[src/sv/bdlr_pkg.sv]
// Shared types and constants for the button debounce, long-press and repeat block.
package bdlr_pkg;

   localparam int FIELD_W     = 6;
   localparam int TIME_W      = 32;
   localparam int DEBOUNCE_W  = 8;
   localparam int HOLD_W      = 16;
   localparam int CSR_DATA_W  = 16;
   localparam int CSR_INDEX_W = 3;
   localparam int REQ_DATA_W  = 40;
   localparam int RSP_DATA_W  = 24;

   typedef enum logic [CSR_INDEX_W-1:0] {
      CSR_DEBOUNCE        = 3'd0,
      CSR_LONG_PRESS      = 3'd1,
      CSR_REPEAT_START    = 3'd2,
      CSR_REPEAT_INTERVAL = 3'd3,
      CSR_REPEAT_ENABLE   = 3'd4
   } csr_index_type;

   localparam logic [DEBOUNCE_W-1:0] DEBOUNCE_RESET        = 8'd20;
   localparam logic [HOLD_W-1:0]     LONG_PRESS_RESET      = 16'd1000;
   localparam logic [HOLD_W-1:0]     REPEAT_START_RESET    = 16'd400;
   localparam logic [HOLD_W-1:0]     REPEAT_INTERVAL_RESET = 16'd150;
   localparam logic [FIELD_W-1:0]    REPEAT_ENABLE_RESET   = 6'd24;

   typedef struct packed {
      logic [DEBOUNCE_W-1:0] debounce_ms;
      logic [HOLD_W-1:0]     long_hold;
      logic [HOLD_W-1:0]     repeat_delay;
      logic [HOLD_W-1:0]     repeat_period;
   } timing_cfg_type;

   typedef struct packed {
      logic fire;
      logic long_hit;
      logic held;
   } lane_result_type;

endpackage

[src/sv/bdlr_lane.sv]
// Per-button debounce, long-press and repeat tracker.
module bdlr_lane (
   input  logic                     clock,
   input  logic                     reset,
   input  logic                     step,
   input  logic                     raw_level,
   input  logic [31:0]              time_ms,
   input  bdlr_pkg::timing_cfg_type cfg,
   input  logic                     repeat_en,
   output bdlr_pkg::lane_result_type result
);
   import bdlr_pkg::*;

   logic              cand_ff,     cand_in;
   logic [TIME_W-1:0] changed_ff,  changed_in;
   logic              pressed_ff,  pressed_in;
   logic [TIME_W-1:0] press_ff,    press_in;
   logic [TIME_W-1:0] lastrep_ff,  lastrep_in;
   logic              longf_ff,    longf_in;

   logic [TIME_W-1:0] stable_age;
   logic [TIME_W-1:0] hold_age;
   logic [TIME_W-1:0] repeat_age;
   logic              stable;
   logic              long_due;
   logic              repeat_due;

   always_comb begin
      cand_in    = raw_level;
      changed_in = (raw_level != cand_ff) ? time_ms : changed_ff;
      stable_age = time_ms - changed_in;
      hold_age   = time_ms - press_ff;
      repeat_age = time_ms - lastrep_ff;
      stable     = stable_age >= {{(TIME_W-DEBOUNCE_W){1'b0}}, cfg.debounce_ms};
      long_due   = !longf_ff && (hold_age >= {{(TIME_W-HOLD_W){1'b0}}, cfg.long_hold});
      repeat_due = repeat_en
                   && (hold_age >= {{(TIME_W-HOLD_W){1'b0}}, cfg.repeat_delay})
                   && (repeat_age >= {{(TIME_W-HOLD_W){1'b0}}, cfg.repeat_period});

      pressed_in      = pressed_ff;
      press_in        = press_ff;
      lastrep_in      = lastrep_ff;
      longf_in        = longf_ff;
      result.fire     = 1'b0;
      result.long_hit = 1'b0;

      if (stable) begin
         if (!cand_in && !pressed_ff) begin
            // record the press; hold checks start on the next poll
            pressed_in = 1'b1;
            press_in   = time_ms;
            lastrep_in = time_ms;
            longf_in   = 1'b0;
         end else if (cand_in && pressed_ff) begin
            pressed_in  = 1'b0;
            result.fire = !longf_ff;
         end else if (pressed_ff) begin
            if (long_due) begin
               longf_in        = 1'b1;
               result.long_hit = 1'b1;
            end
            if (repeat_due) begin
               lastrep_in  = time_ms;
               result.fire = 1'b1;
            end
         end
      end
      result.held = pressed_in;
   end

   always_ff @(posedge clock) begin
      if (reset) begin
         cand_ff    <= 1'b1;
         changed_ff <= '0;
         pressed_ff <= 1'b0;
         press_ff   <= '0;
         lastrep_ff <= '0;
         longf_ff   <= 1'b0;
      end else if (step) begin
         cand_ff    <= cand_in;
         changed_ff <= changed_in;
         pressed_ff <= pressed_in;
         press_ff   <= press_in;
         lastrep_ff <= lastrep_in;
         longf_ff   <= longf_in;
      end
   end

endmodule

[src/sv/bdlr_merge.sv]
// Merge of per-button results into masks, with the response register.
module bdlr_merge #(
   parameter int BUTTON_COUNT = 6
) (
   input  logic                      clock,
   input  logic                      reset,
   input  logic                      step,
   input  bdlr_pkg::lane_result_type lanes [BUTTON_COUNT],
   output logic                      rsp_tvalid,
   input  logic                      rsp_tready,
   output logic [bdlr_pkg::RSP_DATA_W-1:0] rsp_tdata
);
   import bdlr_pkg::*;

   logic [FIELD_W-1:0] fire_mask, long_mask, held_mask;
   logic               valid_ff, valid_in;
   logic [RSP_DATA_W-1:0] data_ff;

   for (genvar i = 0; i < FIELD_W; i++) begin : g_bit
      if (i < BUTTON_COUNT) begin : g_lane
         assign fire_mask[i] = lanes[i].fire;
         assign long_mask[i] = lanes[i].long_hit;
         assign held_mask[i] = lanes[i].held;
      end else begin : g_none
         assign fire_mask[i] = 1'b0;
         assign long_mask[i] = 1'b0;
         assign held_mask[i] = 1'b0;
      end
   end

   // hold while stalled, load on every accepted request
   assign valid_in = step || (valid_ff && !rsp_tready);

   always_ff @(posedge clock) begin
      if (reset) begin
         valid_ff <= 1'b0;
      end else begin
         valid_ff <= valid_in;
      end
   end

   always_ff @(posedge clock) begin
      if (step) begin
         data_ff <= {{(RSP_DATA_W-3*FIELD_W){1'b0}}, held_mask, long_mask, fire_mask};
      end
   end

   assign rsp_tvalid = valid_ff;
   assign rsp_tdata  = data_ff;

endmodule

[src/sv/button_debounce_longpress_repeat.sv]
// Top level of the button debounce, long-press and auto-repeat block.
//
// Usage:
//   Each request on req_ carries one poll: the raw active-low button levels
//   and the current millisecond time. Every request yields exactly one
//   response on rsp_ with the fire, long-press and held masks of that poll.
//   Each button has its own tracker lane; all lanes update in the same cycle
//   and the merge stage packs their results into the response register.
//   The response is registered and is valid in the cycle after the request is accepted.
//   Throughput: one request per cycle while the response is not stalled, set by
//   the combinational lane update (three 32-bit time differences and four compares per lane).
//   Stall: the response register holds while rsp_tready is low; a new
//   request is taken in the cycle the pending response leaves, so
//   req_tready = !rsp_tvalid || rsp_tready.
//   Reset: lanes return to released with zero timestamps, registers return
//   to their defaults (20, 1000, 400, 150, 0x18); no clearing pass.
//   Configuration: csr_we writes csr_wdata into the register at csr_index in
//   the same edge; unknown indexes are dropped. Write only while idle.
module button_debounce_longpress_repeat #(
   parameter int BUTTON_COUNT = 6
) (
   input  logic        clock,
   input  logic        reset,
   // req_tdata: button_levels[5:0], time_ms[37:6], zero pad [39:38]
   input  logic        req_tvalid,
   output logic        req_tready,
   input  logic [bdlr_pkg::REQ_DATA_W-1:0] req_tdata,
   // rsp_tdata: fire_mask[5:0], long_mask[11:6], held_mask[17:12], zero pad [23:18]
   output logic        rsp_tvalid,
   input  logic        rsp_tready,
   output logic [bdlr_pkg::RSP_DATA_W-1:0] rsp_tdata,
   input  logic        csr_we,
   input  logic [bdlr_pkg::CSR_INDEX_W-1:0] csr_index,
   input  logic [bdlr_pkg::CSR_DATA_W-1:0]  csr_wdata
);
   import bdlr_pkg::*;

   timing_cfg_type     cfg_ff;
   logic [FIELD_W-1:0] repeat_mask_ff;

   logic               step;
   logic [FIELD_W-1:0] levels;
   logic [TIME_W-1:0]  now;
   lane_result_type    lane_res [BUTTON_COUNT];

   assign req_tready = !rsp_tvalid || rsp_tready;
   assign step       = req_tvalid && req_tready;
   assign levels     = req_tdata[FIELD_W-1:0];
   assign now        = req_tdata[FIELD_W +: TIME_W];

   // register file; writes to unknown indexes are dropped
   always_ff @(posedge clock) begin
      if (reset) begin
         cfg_ff.debounce_ms   <= DEBOUNCE_RESET;
         cfg_ff.long_hold     <= LONG_PRESS_RESET;
         cfg_ff.repeat_delay  <= REPEAT_START_RESET;
         cfg_ff.repeat_period <= REPEAT_INTERVAL_RESET;
         repeat_mask_ff       <= REPEAT_ENABLE_RESET;
      end else if (csr_we) begin
         unique case (csr_index)
            CSR_DEBOUNCE:        cfg_ff.debounce_ms   <= csr_wdata[DEBOUNCE_W-1:0];
            CSR_LONG_PRESS:      cfg_ff.long_hold     <= csr_wdata[HOLD_W-1:0];
            CSR_REPEAT_START:    cfg_ff.repeat_delay  <= csr_wdata[HOLD_W-1:0];
            CSR_REPEAT_INTERVAL: cfg_ff.repeat_period <= csr_wdata[HOLD_W-1:0];
            CSR_REPEAT_ENABLE:   repeat_mask_ff       <= csr_wdata[FIELD_W-1:0];
            default: ;
         endcase
      end
   end

   // one lane per button; buttons past the field width read as pressed
   // with repeat disabled, and never reach the masks
   for (genvar i = 0; i < BUTTON_COUNT; i++) begin : g_lane
      logic raw_bit;
      logic rep_bit;
      if (i < FIELD_W) begin : g_in
         assign raw_bit = levels[i];
         assign rep_bit = repeat_mask_ff[i];
      end else begin : g_out
         assign raw_bit = 1'b0;
         assign rep_bit = 1'b0;
      end

      bdlr_lane u_lane (
         .clock     (clock),
         .reset     (reset),
         .step      (step),
         .raw_level (raw_bit),
         .time_ms   (now),
         .cfg       (cfg_ff),
         .repeat_en (rep_bit),
         .result    (lane_res[i])
      );
   end

   bdlr_merge #(
      .BUTTON_COUNT (BUTTON_COUNT)
   ) u_merge (
      .clock      (clock),
      .reset      (reset),
      .step       (step),
      .lanes      (lane_res),
      .rsp_tvalid (rsp_tvalid),
      .rsp_tready (rsp_tready),
      .rsp_tdata  (rsp_tdata)
   );

endmodule

[config.mk]
export PLATFORM = sky130hd
export DESIGN_NAME = button_debounce_longpress_repeat
export DESIGN_NICKNAME = d
export VERILOG_FILES = /design/src/sv/bdlr_pkg.sv /design/src/sv/bdlr_lane.sv /design/src/sv/bdlr_merge.sv /design/src/sv/button_debounce_longpress_repeat.sv
export SDC_FILE = /design/constraint.sdc
export NUM_CORES = 2
export LEC_CHECK = 0
export BUFFER_PORTS_ARGS = -buffer_cell sky130_fd_sc_hd__buf_2
export CORE_UTILIZATION = 55
export DETAILED_ROUTE_END_ITERATION = 8
export HOLD_SLACK_MARGIN = 0.15
export PLACE_DENSITY = 0.79
export SLEW_MARGIN = 20
export SYNTH_ARGS = -nofsm -noshare
export SYNTH_HDL_FRONTEND = slang
export SYNTH_SLANG_ARGS = --single-unit
[constraint.sdc]
create_clock -name clock -period 13.29 [get_ports clock]
set_input_delay 1.9935 -clock clock [delete_from_list [all_inputs] [get_ports clock]]
set_output_delay 1.9935 -clock clock [all_outputs]
set_load 0.02 [all_outputs]
==> flow_summary.json <==
{
  "worstMarginPinSlew_ns": 1.18,
  "ys_ff_latch": 675,
  "cts_hold_buf": 0,
  "met3_length_mm": 19.3,
  "wirelength_mm": 238,
  "drc_errors": 0,
  "intPower_w": 0.00510,
  "pwr-share-comb": 0.411,
  "fin_worst_skew_ns": 0.0426,
  "layout_min_cycle_time_ns": 8.24,
  "synth_cell_types": 96,
  "h-tree-depth": 3,
  "synthArstFlopShare": 0,
  "cts_resized": 0,
  "nets": 9850,
  "initial_core_util": 0.557,
  "die_w_um": 357,
  "grt_pass1_wl_mm": 362,
  "crit_arrival_ns": 8.84,
  "vias_per_cell": 6.46,
  "antenna_found_initial": 11,
  "path_cells": "buf_2 -> buf_4 -> ha_1 -> a211oi_1 -> o21bai_1 -> a21oi_1 -> a31oi_1 -> nor2_1 -> xnor2_1 -> ha_1 -> a21o_1 -> a211o_1 -> nor2_1 -> a31oi_1 -> a2111oi_0 -> nand4_1 -> nor4_1 -> a31oi_1 -> o21ai_4 -> buf_4 -> mux2i_1",
  "tns_ns": 0,
  "path_class": "primary input to register",
  "yosys_warnings": 0,
  "cts_root_buf": "clkbuf_16",
  "ios": 90,
  "met2WireLength_mm": 105,
  "worstHoldStart": "g_lane[2].u_lane.changed_ff[23]",
  "antenna_left": 0,
  "rsz0062_at_grt": "false",
  "drt_pass1_iterations": 6,
  "fillers": 11200,
  "synth_cells": 9090,
  "dp_hpwl_mm": 172,
  "rows": 129,
  "crit_path_start_kind": "primary input",
  "cts_made_buffers": 88,
  "r2r_start": "g_lane[5].u_lane.cand_ff",
  "hold_violations": 0,
  "max_stage_delay_ns": 0.69,
  "place.gp.congestion": 0.979,
  "final-setup-viol-count": 0,
  "drt_iter0_drc": 6453,
  "slew_headroom": 0.204,
  "clk_latency_ns": 0.73,
  "power.density_mw_per_mm2": 113,
  "cts_tree": "built",
  "routedWlPerCell_um": 22.4,
  "post-cts-setup-buffers": 0,
  "seq_power_share": 0.266,
  "synth-main-ff-cell": "dfxtp_1",
  "required_ns": 13.89,
  "area_delta_synth_final_pct": 6.63,
  "dieArea_mm2": 0.128,
  "grt_pass1_vias": 63900,
  "whs_ns": 0.455,
  "synth-edff-count": 18,
  "maxCapViolCount": 0,
  "path_clk_slew_ns": 0.06,
  "via_count": 68500,
  "irDropWorstVdd_v": 0.000102,
  "routed.top_layer": "met5",
  "wl_met1_mm": 98.8,
  "p_sw_w": 0.00323,
  "clkPwrFrac": 0.323,
  "fin_crit_sh": 0.620,
  "p_leak_nw": 31.1,
  "fmax_mhz": 121,
  "hold_class": "register to register",
  "slowest_stage": "a2111oi_0",
  "drive_gt1_frac": 0.0485,
  "end_kind": "register",
  "critical_path.max_fanout": 32,
  "gr-total-overflow": 0,
  "critPathMostFrequentCell": "a31oi_1",
  "grt_max_degree": 216,
  "die_h_um": 357,
  "track_usage": 0.360,
  "port_buffers": 81,
  "cts.path.max_buffers": 3,
  "synth_area_mm2": 0.0693,
  "avgSynthCellArea_um2": 7.63,
  "startpoint": "req_tdata[8]",
  "swShare": 0.387,
  "clock_sinks": 675,
  "outcome": "complete, no violations",
  "maxSlewViolCount": 0,
  "core-area_mm2": 0.124,
  "yosysSeqAreaShare": 0.197
}
[metrics by stage]
step / cell area (um2) / setup WS (ns) / util / instances / power (W)
after floorplan: 69400 / 5.86 / - / 9095 / 0.00474
after global placement: 70700 / 4.53 / 0.568 / 10400 / 0.00550
after detailed placement: 70700 / 4.45 / 0.568 / 10400 / 0.00558
after global routing: 73900 / 4.71 / 0.594 / 10600 / 0.00878
final: 73900 / 5.05 / 0.594 / 10600 / 0.00833
after CTS: 73900 / 5.16 / 0.594 / 10600 / 0.00828
[routing by layer]
metal	GRT usage	vias up
met4	0.208	6
li1	-	32500
met3	0.0518	685
met1	0.458	32400
met2	0.579	2831
met5	0	-
[power groups by stage]
stage / clock (W) / combinational [W] / sequential, W
after global placement: 0 / 0.00325 / 0.00225
after CTS: 0.00272 / 0.00335 / 0.00222
final: 0.00269 / 0.00342 / 0.00222
after detailed placement: 0 / 0.00332 / 0.00226
after global routing: 0.00280 / 0.00375 / 0.00223
after floorplan: 0 / 0.00249 / 0.00224
[final timing paths]
check | depth (start not counted) | to | slack (ns)
hold reg to reg | 2 | g_lane[2].u_lane.changed_ff[23] | 0.45
setup reg to reg | 22 | g_lane[5].u_lane.press_ff[1] | 6.53
setup / recovery | 21 | g_lane[2].u_lane.lastrep_ff[14] | 5.05
hold / removal | 2 | g_lane[2].u_lane.changed_ff[23] | 0.45
[synthesized netlist by cell type, types with 95 or more instances]
master	number	area (um2)
nand2_1	755	2830
nor3_1	134	671
xnor2_1	228	2000
clkbuf_1	366	1370
o21ai_0	439	2200
nand3_1	207	1040
xor2_1	140	1230
a21o_1	292	2190
ha_1	892	11200
nand4_1	175	1090
inv_1	628	2360
nor2_1	667	2500
nand2b_1	399	2500
dfxtp_1	657	13200
a211oi_1	204	1530
mux2i_1	528	5290
o21a_1	100	751
nor2b_1	95	594
a21oi_1	885	4430
[registers in the layout, indices dropped and copies added, names as in the netlist]
register                  count
g_lane.u_lane.longf_ff        6
cfg_ff                       56
g_lane.u_lane.cand_ff         6
g_lane.u_lane.lastrep_ff    192
u_merge.rsp_tdata            18
g_lane.u_lane.changed_ff    192
g_lane.u_lane.press_ff      192
repeat_mask_ff                6
g_lane.u_lane.pressed_ff      6
u_merge.rsp_tvalid            1
[cell families after synthesis]
group / count (synthesis) / share of synthesized area
AND/OR/NAND/NOR: 2811 / 0.200
AO/OA/AOI/OAI: 2678 / 0.249
XOR/XNOR: 369 / 0.0467
multiplexers: 543 / 0.0787
flip-flops: 675 / 0.197
buffers and inverters: 1103 / 0.0613
other: 1 / 0.0000541
adder cells (fa/ha/maj): 910 / 0.166
[placed cells by master (no fill, tap or decap), drive strengths merged, types with 205 or more instances in the layout]
cell type	n
ha	892
nor2	667
a21oi	885
a211oi	205
inv	633
xnor2	228
a21o	292
o21ai	446
nand2b	399
mux2i	528
dfxtp	657
nand3	207
nand2	755
[area by class of cell]
class / count / area, um2 / share of cell area
antenna: 6 / 15.0 / 0.000203
clock buffer: 107 / 2370 / 0.0321
clock inverter: 58 / 830 / 0.0112
inverter: 629 / 2370 / 0.0320
multi-input combinational: 7317 / 51500 / 0.697
sequential: 675 / 13700 / 0.185
tap: 1637 / 2050 / 0.0277
timing repair buffer: 166 / 1090 / 0.0148
[worst max-delay path: cells and delay by family]
| kind | cells | cell delay (ns) |
|---|---|---|
| compound gates | 10 | 3.23 |
| buf+inv | 3 | 1.60 |
| simple gates | 4 | 0.88 |
| fa+ha+maj | 2 | 0.62 |
| mux | 1 | 0.27 |
| xor+xnor | 1 | 0.16 |
No activity file was read; power rests on OpenSTA's default activity.
